--- config.mk ---
export PLATFORM = sky130hd
export DESIGN_NAME = tws_drive
export DESIGN_NICKNAME = d
export VERILOG_FILES = /design/src/hdl/tws_pkg.sv /design/src/hdl/tws_drive.sv
export SDC_FILE = /design/constraint.sdc
export NUM_CORES = 1
export LEC_CHECK = 0
export ABC_AREA = 1
export BUFFER_PORTS_ARGS = -buffer_cell sky130_fd_sc_hd__buf_2
export CORE_MARGIN = 1
export CORE_UTILIZATION = 25
export DETAILED_ROUTE_END_ITERATION = 7
export SLEW_MARGIN = 20
export SYNTH_ARGS = -nofsm -noshare
export SYNTH_HDL_FRONTEND = slang
export SYNTH_SLANG_ARGS = --single-unit
--- constraint.sdc ---
create_clock -name vclk -period 11.7
set_input_delay 1.17 -clock vclk [all_inputs]
set_output_delay 1.17 -clock vclk [all_outputs]
set_load 0.1 [all_outputs]
--- src/hdl/tws_pkg.sv ---
// Shared types, constants and register codes for the two-wheel position sequencer.
package tws_pkg;

    // Command table geometry.
    localparam int COMMAND_DEPTH = 256;
    localparam int CMD_AW = (COMMAND_DEPTH > 1) ? $clog2(COMMAND_DEPTH) : 1;
    localparam int PTR_W  = $clog2(COMMAND_DEPTH + 1);
    localparam int CNT_W  = (PTR_W > 9) ? PTR_W : 9;
    localparam int IDX_W  = (CMD_AW > 8) ? CMD_AW : 8;

    // Configuration register indexes.
    localparam logic [2:0] REG_GAIN           = 3'd0;
    localparam logic [2:0] REG_BASE_PWM_RIGHT = 3'd1;
    localparam logic [2:0] REG_BASE_PWM_LEFT  = 3'd2;
    localparam logic [2:0] REG_SPEED_CAP      = 3'd3;
    localparam logic [2:0] REG_NUM_COMMANDS   = 3'd4;

    // Reset values of the configuration registers.
    localparam logic [3:0]  GAIN_RST           = 4'd3;
    localparam logic [15:0] BASE_PWM_RIGHT_RST = 16'h0190;
    localparam logic [15:0] BASE_PWM_LEFT_RST  = 16'h0190 + 16'd12;
    localparam logic [15:0] SPEED_CAP_RST      = 16'h012C;
    localparam logic [8:0]  NUM_COMMANDS_RST   = 9'd0;

    // Motor direction codes.
    localparam logic [1:0] DIR_OFF     = 2'd0;
    localparam logic [1:0] DIR_FORWARD = 2'd1;
    localparam logic [1:0] DIR_REVERSE = 2'd2;

    // Input operation codes.
    localparam logic OP_TICK = 1'b0;
    localparam logic OP_LOAD = 1'b1;

    typedef struct packed {
        logic signed [31:0] delta_right;
        logic signed [31:0] delta_left;
        logic signed [15:0] vel_right;
        logic signed [15:0] vel_left;
    } cmd_entry_t;

    localparam int ENTRY_W = $bits(cmd_entry_t);

    // One wheel's work carried from the error stage to the drive stage.
    typedef struct packed {
        logic [32:0]        abs_err;
        logic [1:0]         dir;
        logic signed [15:0] speed;
    } wheel_err_t;

    typedef struct packed {
        logic [3:0]  gain;
        logic [15:0] speed_cap;
    } drive_cfg_t;

endpackage

--- src/hdl/tws_drive.sv ---
// Drive stage of one wheel: saturated proportional magnitude and compare value.
module tws_drive (
    input  tws_pkg::wheel_err_t err,
    input  tws_pkg::drive_cfg_t cfg,
    input  logic [15:0]         base_pwm,
    output logic [15:0]         pwm
);
    import tws_pkg::*;

    logic [36:0] product;
    logic [15:0] range;
    logic [15:0] mag;

    always_comb begin
        product = 37'(err.abs_err) * 37'(cfg.gain);
        // A negative speed limit allows no drive at all.
        if (err.speed[15]) begin
            range = 16'd0;
        end else if (16'(err.speed) > cfg.speed_cap) begin
            range = cfg.speed_cap;
        end else begin
            range = 16'(err.speed);
        end
        if (product > 37'(range)) begin
            mag = range;
        end else begin
            mag = product[15:0];
        end
        pwm = base_pwm - mag;
    end

endmodule

==> load_flow_metrics.sql <==
INSERT INTO impl_metrics (metric_group, metric, value, unit) VALUES
('worst_setup_path', 'worstPathRequired', '10530', 'ps'),
('timing', 'rsz0062_at_grt', 'no', ''),
('finish', 'syn_to_final_growth', '12.4', '%'),
('worst_setup_path', 'timing.critical_path.from_type', 'input port', ''),
('detailed_routing', 'count_of_unresolved_drc_violations_after_routing', '0', ''),
('detailed_routing', 'vias', '7200', ''),
('synth', 'syn_nets', '1472', ''),
('timing', 'timing.fmax', '99.5', 'MHz'),
('floorplan', 'chipHeight', '169', 'um'),
('finish', 'final_sequential_cell_count', '0', ''),
('grt', 'global_route_usage_sum', '0.132', ''),
('timing', 'finalHoldViolCount', '0', ''),
('status', 'run_status', 'completed', ''),
('worst_setup_path', 'crit_type', 'input port to output port', ''),
('detailed_routing', 'wire_per_inst', '10.9', 'um'),
('worst_setup_path', 'worstPathArrival', '8880', 'ps'),
('placed_design', 'post_detailed_placement_cell_area', '7880', 'um^2'),
('finish', 'drive_gt1_frac', '0.0930', ''),
('worst_setup_path', 'cp_max_fo', '33', ''),
('placed_design', 'numPortBuffers', '101', ''),
('floorplan', 'core_region_area', '27300', 'um^2'),
('finish', 'nFillCells', '3135', ''),
('timing', 'max-slew-margin-rel', '0.470', ''),
('synth', 'synthesis.instances', '1234', ''),
('floorplan', 'floorplan.rows', '60', ''),
('synth', 'synth-seq-area-share', '0', ''),
('placed_design', 'gp_congestion', '0.891', ''),
('placed_design', 'dp.final_hpwl', '16.6', 'mm'),
('finish', 'finish.net_count', '1552', ''),
('detailed_routing', 'drt-total-wl', '18.4', 'mm'),
('timing', 'report.final.setup_viol', '0', ''),
('detailed_routing', 'drt-initial-drc-count', '342', ''),
('placed_design', 'post_placement_cell_count', '1684', ''),
('detailed_routing', 'antenna_left', '0', ''),
('timing', 'max_slew.worst_pin.slew', '794', 'ps'),
('worst_setup_path', 'cpMostUsedCell', 'nand2_1', ''),
('floorplan', 'top_level_ports', '103', ''),
('detailed_routing', 'route.detailed.vias_per_inst', '4.28', ''),
('grt', 'grt_max_degree', '34', ''),
('timing', 'setup_tns', '0', 'ps'),
('timing', 'post-route-min-period', '10050', 'ps'),
('clock_tree', 'cts_hold_buffers', '0', ''),
('finish', 'final_cell_count_no_fill', '1684', ''),
('floorplan', 'floorplan.initialDensity', '0.257', ''),
('clock_tree', 'cts_resized', '0', ''),
('floorplan', 'die-area', '28700', 'um^2'),
('detailed_routing', 'detail_route.first_pass.iterations', '6', ''),
('synth', 'synth_area', '7010', 'um^2'),
('power', 'report.power.total', '766', 'uW'),
('finish', 'fin_area', '7880', 'um^2'),
('synth', 'ys.warnings.count', '0', ''),
('finish', 'layout.area.seq', '0', 'um^2'),
('grt', 'antenna_found_initial', '0', ''),
('grt', 'wire_length_of_the_first_global_routing_pass', '32.0', 'mm'),
('floorplan', 'chipWidth', '169', 'um'),
('worst_setup_path', 'slowest_delay', '560', 'ps'),
('flow_run', 'max_cap_viol_count', '0', ''),
('grt', 'globalRouteOverflowTotal', '0', ''),
('synth', 'synth_area_per_cell', '5.68', 'um^2'),
('timing', 'final-max-slew-violation-count', '0', ''),
('finish', 'n_antenna_cell', '0', ''),
('worst_setup_path', 'end_kind', 'output port', ''),
('synth', 'yosys.cell_types.count', '36', ''),
('timing', 'finalCritPeriodShare', '0.859', ''),
('finish', 'n_clock_buffer', '0', ''),
('worst_setup_path', 'cell_with_the_largest_stage_delay_on_the_worst_path', 'fa_1', ''),
('min_path', 'timing.hold.worst.class', 'input port to output port', ''),
('power', 'power.static_leakage', '5.19', 'nW'),
('grt', 'first_global_vias', '7083', ''),
('power', 'power.density', '97.2', 'nW/um^2'),
('clock_tree', 'number_of_buffers_inserted_to_repair_setup_after_cts', '0', ''),
('power', 'vdd_drop_max', '0.0534', 'mV');
-- final cells by class --
cell class	instances	area, um^2	area share
inverters	347	1300	0.165
repair buffers	101	505	0.0641
multi-input cells	864	5610	0.712
well taps	372	465	0.0590
-- path summary, 6_finish.rpt --
path	from	endpoint	slack (ps)	cells past startpoint
min	base_pwm[0]	pwm[0]	2920	5
max	cfg[19]	pwm[14]	1650	40
-- where the power goes --
part / total, mW / internal (mW) / switching [mW]
logic: 0.766 / 0.236 / 0.530
registers: 0 / 0 / 0
clock network: 0 / 0 / 0
total: 0.766 / 0.236 / 0.530
-- cell usage after synthesis, types with 2 or more instances --
library cell,instances,area share
o21a_1,4,0.0043
inv_1,344,0.18
nand2_2,8,0.0071
a211oi_1,2,0.0021
xnor2_1,3,0.0037
nand4_1,7,0.0062
fa_1,63,0.18
inv_2,3,0.0016
nor3b_1,2,0.0021
nor2_1,56,0.030
o21ai_0,12,0.0086
nand3_1,44,0.031
ha_1,88,0.16
a21oi_1,54,0.039
nand3b_1,12,0.013
o21ai_1,20,0.014
o211ai_1,15,0.016
xor2_1,22,0.027
clkbuf_1,18,0.0096
buf_2,4,0.0029
nor2_2,7,0.0062
o21bai_1,5,0.0054
a21boi_0,4,0.0043
nand2_1,416,0.22
nor3_1,10,0.0071
-- through the flow --
step	hold slack, ps	utilization	setup slack, ps
finish	2920	0.289	1650
global route	2950	0.289	856
CTS	2920	0.289	1610
detailed placement	2920	0.289	1670
global placement	2920	0.289	1830
floorplan	2840	-	1980
-- cell usage in the layout, fill, tap and decap left out, drive strengths merged, types with 4 or more instances in the layout --
master / count
nand3: 45
nand3b: 12
o21a: 4
inv: 347
fa: 63
o211ai: 15
a21oi: 54
o21ai: 33
o21bai: 5
nor3: 11
nand2: 424
xor2: 22
nor2: 63
nand4: 7
a21boi: 4
ha: 88
buf: 101
-- cells by family after synthesis --
| logic type | share of synthesized area |
|---|---|
| AND/OR/NAND/NOR | 0.331 |
| adder cells (fa/ha/maj) | 0.337 |
| AO/OA/AOI/OAI | 0.101 |
| buffers and inverters | 0.200 |
| XOR/XNOR | 0.0312 |
-- worst max-delay path, delay by kind of cell --
kind | cells | cell delay, ps
buf+inv | 4 | 1100
xor+xnor | 2 | 350
fa+ha+maj | 6 | 2520
simple gates | 20 | 2350
compound gates | 8 | 1360
-- layer usage --
layer / wire (um) / share of wire / global-route usage
met1: 8980 / 0.49 / 0.176
met2: 8810 / 0.48 / 0.246
met3: 558 / 0.030 / 0.00350
met4: 72 / 0.0039 / 0.00509
met5: 0 / 0 / 0
(Power assumes the default switching activity.)
