## config.mk

```make
export PLATFORM = sky130hd
export DESIGN_NAME = tws_ram
export DESIGN_NICKNAME = d
export VERILOG_FILES = /design/src/hdl/tws_ram.sv
export SDC_FILE = /design/constraint.sdc
export NUM_CORES = 1
export LEC_CHECK = 0
export ABC_AREA = 1
export ABC_CLOCK_PERIOD_IN_PS = 3100
export BUFFER_PORTS_ARGS = -buffer_cell sky130_fd_sc_hd__clkbuf_2
export CELL_PAD_IN_SITES_DETAIL_PLACEMENT = 1
export CELL_PAD_IN_SITES_GLOBAL_PLACEMENT = 1
export CORE_AREA = 2 2 117 119
export DETAILED_ROUTE_END_ITERATION = 7
export DIE_AREA = 0 0 119 121
export GPL_ROUTABILITY_DRIVEN = 1
export PLACE_DENSITY_LB_ADDON = 0.1
export SLEW_MARGIN = 15
export SYNTH_ARGS = -nofsm -noshare
export SYNTH_HDL_FRONTEND = slang
export SYNTH_SLANG_ARGS = --single-unit
```

## constraint.sdc

```tcl
create_clock -name aclk -period 3.1 [get_ports aclk]
set_input_delay 0.62 -clock aclk [delete_from_list [all_inputs] [get_ports aclk]]
set_output_delay 0.62 -clock aclk [all_outputs]
set_load 0.02 [all_outputs]
```

## src/hdl/tws_ram.sv

```systemverilog
// Generic single-write, single-read RAM with a registered read port.
module tws_ram #(
    parameter int WIDTH = 8,
    parameter int DEPTH = 16
) (
    input  logic                                        aclk,
    input  logic                                        we,
    input  logic [((DEPTH > 1) ? $clog2(DEPTH) : 1)-1:0] waddr,
    input  logic [WIDTH-1:0]                            wdata,
    input  logic                                        re,
    input  logic [((DEPTH > 1) ? $clog2(DEPTH) : 1)-1:0] raddr,
    output logic [WIDTH-1:0]                            rdata
);

    logic [WIDTH-1:0] mem [DEPTH];
    logic [WIDTH-1:0] rdata_reg;

    always_ff @(posedge aclk) begin
        if (we) begin
            mem[waddr] <= wdata;
        end
        if (re) begin
            rdata_reg <= mem[raddr];
        end
    end

    assign rdata = rdata_reg;

endmodule

```

==> flow_summary.yaml, run 1 <==
finish:
  post-route-util: 0.501
  final_cells: 766
  nets: 596
  layout-drive-gt1-share: 0.0864
  design_area_sq_mm: 0.00655
  fill_cells: 1436
  seq_area_sq_mm: 0.00408
  largest_register_ffs: 128
  antenna_cells: 0
  syn_to_final_growth_pct: 12.0
  multi_input_area_sq_mm: 0.00121
detailed_routing:
  postRouteAntennaNets: 0
  dr_total_vias: 3891
  firstDrtPassIters: 5
  post_drt_wl_per_cell_microns: 19.5
  first_iter_violations: 272
  vias_per_cell: 5.08
  route.detailed.drc: 0
  wirelength_microns: 15000
worst_setup_path:
  crit_buf_inv: 2
  cpPeakStageDelay_ps: 580
  critPathMaxFanout: 64
  path_cells: "clkbuf_2, buf_4, nand2_1, nand3_1, nand3_1, nand3_1, nand2_1"
  crit_family: "buffers and inverters"
  critical_path_arrival_ps: 1990
  cp_slowest_cell: "buf_4"
  end_kind: "flop"
  crit_path_start_kind: "input port"
  reg2regPathDepth: 6
  worst-path-stages: 7
  reg2reg_from: "mem[1][6]$_DFFE_PP_"
  path_common_cell: "nand3_1"
  crit_type: "input port to flop"
  rr_endpoint: "rdata[6]$_DFFE_PP_"
  cp.required_ps: 3270
  rrSetupSlack_ps: 1870
grt:
  track_usage: 0.225
  gr-total-overflow: 0
  grt_pass1_wl_microns: 23400
  antenna_found_initial: 0
  grt_max_degree: 65
  grt_pass1_vias: 4119
logic_synthesis:
  synth_mux_area_frac: 0
  synthTopCellsByCount: "173 x nand2_1, 136 x edfxtp_1, 100 x inv_1"
  synth_xor_area_frac: 0
  synth_most_common_cell: "nand2_1"
  synthAdderAreaFrac: 0
  synth_top_family_by_area: "simple AND/OR/NAND/NOR gates"
  yosysWarnings: 0
  netlist_instances: 551
  ys_types: 11
  synth_edf_count: 136
  synth_ff_type: "edfxtp_1"
  synth_compound_area_frac: 0
  synth_fp_nets: 570
  avgSynthCellArea_sq_um: 10.6
  synth_area_leaders: "edfxtp_1 70%, nand2_1 11%, nand3_1 8.3%"
  syn_area_sq_mm: 0.00585
  synth_seq_cells: 136
  synth-async-reset-ratio: 0
  yosys.area_share.simple: 0.208
  yosysTopAreaCell: "edfxtp_1"
  yosysSeqAreaShare: 0.698
  synth_top_area_share: 0.698
die:
  die_w_microns: 119
  coreArea_sq_mm: 0.0131
  die_area_sq_mm: 0.0144
  dieHeight_microns: 121
  placement_rows: 42
  ioPinCount: 27
  initial_core_util: 0.447
timing:
  fin_crit_ps: 1820
  skew_ps: 6.45
  slew_violations: 0
  setup_tns_ps: 0
  fmax_mhz: 549
  max_slew_margin: 0.364
  hold_violations: 0
  fin_ws_ps: 1280
  rsz0062_at_grt: "false"
  report.final.setup_viol: 0
  worstMarginPinSlew_ps: 950
  post-route-period-util: 0.587
power:
  leakage_nw: 2.79
  peakVddDrop_mv: 0.302
  powerDensity_mw_per_mm2: 616
cts:
  clk_path_buf_depth: 2
  cts_setup_buffers: 0
  ctsHoldBuffers: 0
  cts_tree: "built"
  root_buffer: "clkbuf_16"
  cts_buffers: 17
  path_clk_slew_ps: 60
  clk-insertion-delay-late_ps: 420
  ctsHtreeMaxLevel: 4
  cts_resized: 0
  numClockSinks: 136
hold_path:
  hp-class: "input port to flop"
  holdPathStages: 1
  hold_end: "rdata[4]$_DFFE_PP_"
  worst_hold_startpoint: "re"
place:
  place_ws_ps: 867
  finalWeightedCongestion: 0.812
  portBuffers: 26
  dp.cells: 734
  post_dp_cell_area_sq_mm: 0.00607
  dp_hpwl_microns: 9570
flow_run:
  drv_cap: 0
status:
  status: "finished, final reports clean"
==> worst max path at each step <==
stage	start	to
4_1_cts	raddr[0]	rdata[6]$_DFFE_PP_
2_1_floorplan	waddr[2]	mem[10][0]$_DFFE_PP_
3_3_place_gp	raddr[1]	rdata[2]$_DFFE_PP_
5_1_grt	raddr[0]	rdata[6]$_DFFE_PP_
6_report	raddr[0]	rdata[6]$_DFFE_PP_
3_5_place_dp	raddr[0]	rdata[6]$_DFFE_PP_
==> cells by family after synthesis <==
family / Yosys count
and+or+nand+nor: 289
buffers and inverters: 126
DFF: 136
==> power breakdown <==
part	leakage (nW)	switching, mW	total (mW)	internal (mW)
combinational	1.32	0.196	0.261	0.0651
sequential	1.24	0.0115	2.09	2.07
clock	0.233	0.692	1.69	0.998
total	2.79	0.899	4.04	3.14
==> metal layers <==
layer | up-vias | part of all wire | GRT usage | routed length (microns)
met3 | 34 | 0.045 | 0.0456 | 671
met5 | - | 0 | 0 | 0
met4 | 0 | 0.030 | 0.108 | 446
li1 | 1831 | - | - | -
met2 | 109 | 0.45 | 0.338 | 6780
met1 | 1917 | 0.47 | 0.314 | 7070
==> stage by stage <==
step / hold WS, ps / total power, mW
final: 621 / 4.04
after CTS: 595 / 4.06
after global routing: 610 / 4.17
after global placement: 754 / 2.38
after floorplan: 683 / 2.28
after detailed placement: 757 / 2.38
==> area by class of cell <==
cell class / instances / area share
Sequential cell: 136 / 0.623
Clock buffer: 24 / 0.0689
Tap cell: 176 / 0.0336
Clock inverter: 8 / 0.00477
Timing Repair Buffer: 31 / 0.0256
Inverter: 102 / 0.0584
Multi-Input combinational cell: 289 / 0.185
==> cells in the final DEF (no fill, tap or decap), drive strengths merged <==
master    n
nand3b    2
inv     102
edfxtp  136
clkinv    8
nand3    97
clkbuf   50
nand2   173
nor2     17
buf       5
==> worst reg2reg max path, cell delays in order (launching register included) <==
cell and delay (ps):
edfxtp_1 350, inv_1 60, nand2_1 70, nand3_1 120, nand3_1 150, nand3_1 160, nand2_1 70
No activity file was read; power rests on OpenSTA's default activity.
==> run 2: changes to the inputs <==
Settings changed: ABC_CLOCK_PERIOD_IN_PS 3100 to 1600, CORE_AREA 2 2 117 119 to 2 2 119 121, DIE_AREA 0 0 119 121 to 0 0 121 123.
Clock period 3.1 ns to 1.6 ns, I/O delays scaled along.
==> flow_summary.yaml, run 2 (same netlist as run 1, synthesis figures left out) <==
timing:
  worstMarginPinSlew_ps: 652
  fin_crit_ps: 1340
  hold_violations: 0
  setup_tns_ps: 0
  fin_ws_ps: 259
  max_slew_margin: 0.564
  fmax_mhz: 746
  rsz0062_at_grt: "false"
  skew_ps: 5.82
  post-route-period-util: 0.838
  report.final.setup_viol: 0
  slew_violations: 0
finish:
  syn_to_final_growth_pct: 16.0
  largest_register_ffs: 128
  final_cell_mix: "173 x nand2_1, 136 x edfxtp_1, 100 x inv_1"
  antenna_cells: 0
  fill_cells: 1506
  mostFrequentLayoutCell: "nand2_1"
  nets: 618
  layout-drive-gt1-share: 0.120
die:
  die_area_sq_mm: 0.0149
  die_w_microns: 121
  placement_rows: 43
  ioPinCount: 27
  initial_core_util: 0.430
  dieHeight_microns: 123
  coreArea_sq_mm: 0.0136
detailed_routing:
  postRouteAntennaNets: 0
  route.detailed.drc: 0
  firstDrtPassIters: 4
  post_drt_wl_per_cell_microns: 19.8
  vias_per_cell: 4.94
  dr_total_vias: 3899
  wirelength_microns: 15600
  first_iter_violations: 260
power:
  pwr-share-comb: 0.068
  netSwitchingFraction: 0.219
  p_int_mw: 6.23
  p_total_mw: 7.98
  powerDensity_mw_per_mm2: 1180
  p_seq_frac: 0.507
  clkPwrFrac: 0.425
  peakVddDrop_mv: 0.714
  leakage_nw: 2.93
  p_sw_mw: 1.75
cts:
  cts_resized: 0
  ctsHoldBuffers: 0
  path_clk_slew_ps: 50
  root_buffer: "clkbuf_16"
  numClockSinks: 136
  cts_tree: "built"
  clk_path_buf_depth: 2
  ctsHtreeMaxLevel: 4
  cts_buffers: 17
  clk-insertion-delay-late_ps: 420
  cts_setup_buffers: 0
flow_run:
  drv_cap: 0
worst_setup_path:
  critPathLaunch: "rdata[6]$_DFFE_PP_"
  path_cells: "clkbuf_2"
  crit_path_start_kind: "flop"
  cpPeakStageDelay_ps: 420
  reg2reg_from: "mem[3][7]$_DFFE_PP_"
  cp_slowest_cell: "edfxtp_1"
  crit_type: "flop to output pin"
  critical_path_arrival_ps: 1020
  critPathMaxFanout: 1
  crit_buf_inv: 1
  end_kind: "output pin"
  crit_family: "flip-flops"
  cp.required_ps: 1280
grt:
  track_usage: 0.230
  grt_pass1_vias: 4182
  grt_max_degree: 36
  gr-total-overflow: 0
  grt_pass1_wl_microns: 24100
  antenna_found_initial: 0
place:
  dp_hpwl_microns: 9940
  portBuffers: 26
  finalWeightedCongestion: 0.810
  place_ws_ps: -43.6
status:
  status: "finished, final reports clean"
hold_path:
  hp-class: "input port to flop"
  worst_hold_startpoint: "raddr[3]"
-- run 2: cell count changes in the layout (fill, tap and decap cells not counted), sizes merged --
| cell | previous run | this run |
|---|---|---|
| buf | 5 | 27 |
| clkbuf | 50 | 45 |
| bufinv | 0 | 1 |
| clkinv | 8 | 9 |
-- run 2: routing by layer --
| layer | up-vias | global-route usage | wire [microns] |
|---|---|---|---|
| met5 | - | 0 | 0 |
| met4 | 0 | 0.0690 | 142 |
| met3 | 10 | 0.0475 | 884 |
| met2 | 95 | 0.380 | 7640 |
| met1 | 1917 | 0.308 | 6950 |
| li1 | 1877 | - | - |
-- run 2: worst paths after layout --
kind	end	slack [ps]	cells after the start
worst min register to register	rdata[2]$_DFFE_PP_	750	6
worst max-delay path	rdata[6]	260	1
worst max register to register	rdata[7]$_DFFE_PP_	420	6
worst min-delay path	rdata[2]$_DFFE_PP_	330	3
-- run 2: final cells by class --
cell class	instances	area, sq um	share of cell area
Timing Repair Buffer	53	383	0.0564
Clock buffer	19	433	0.0638
Inverter	102	383	0.0564
Sequential cell	136	4080	0.602
Multi-Input combinational cell	289	1210	0.179
Clock inverter	10	63.8	0.00940
Tap cell	180	225	0.0332
-- run 2: metrics by stage --
stage           util  instances  cell area (sq um)  hold WS [ps]
6_report       0.498        789               6790           335
5_1_grt        0.498        789               6790           323
4_1_cts        0.498        789               6790           332
3_5_place_dp   0.462        760               6290           754
3_3_place_gp   0.462        760               6290           741
2_1_floorplan      -        551               5850           419
-- run 2: worst reg2reg max path, delay by kind of cell, from the launching register on --
family	cells	cell delay, ps
buffers and inverters	1	60
flip-flops	1	360
AND/OR/NAND/NOR	5	510
-- run 2: power groups by stage --
stage / combinational [mW] / clock, mW / sequential [mW]
floorplan: 0.281 / 0 / 4.13
global placement: 0.543 / 0 / 4.12
detailed placement: 0.554 / 0 / 4.12
CTS: 0.558 / 3.43 / 4.04
global route: 0.608 / 3.59 / 4.05
finish: 0.546 / 3.39 / 4.04
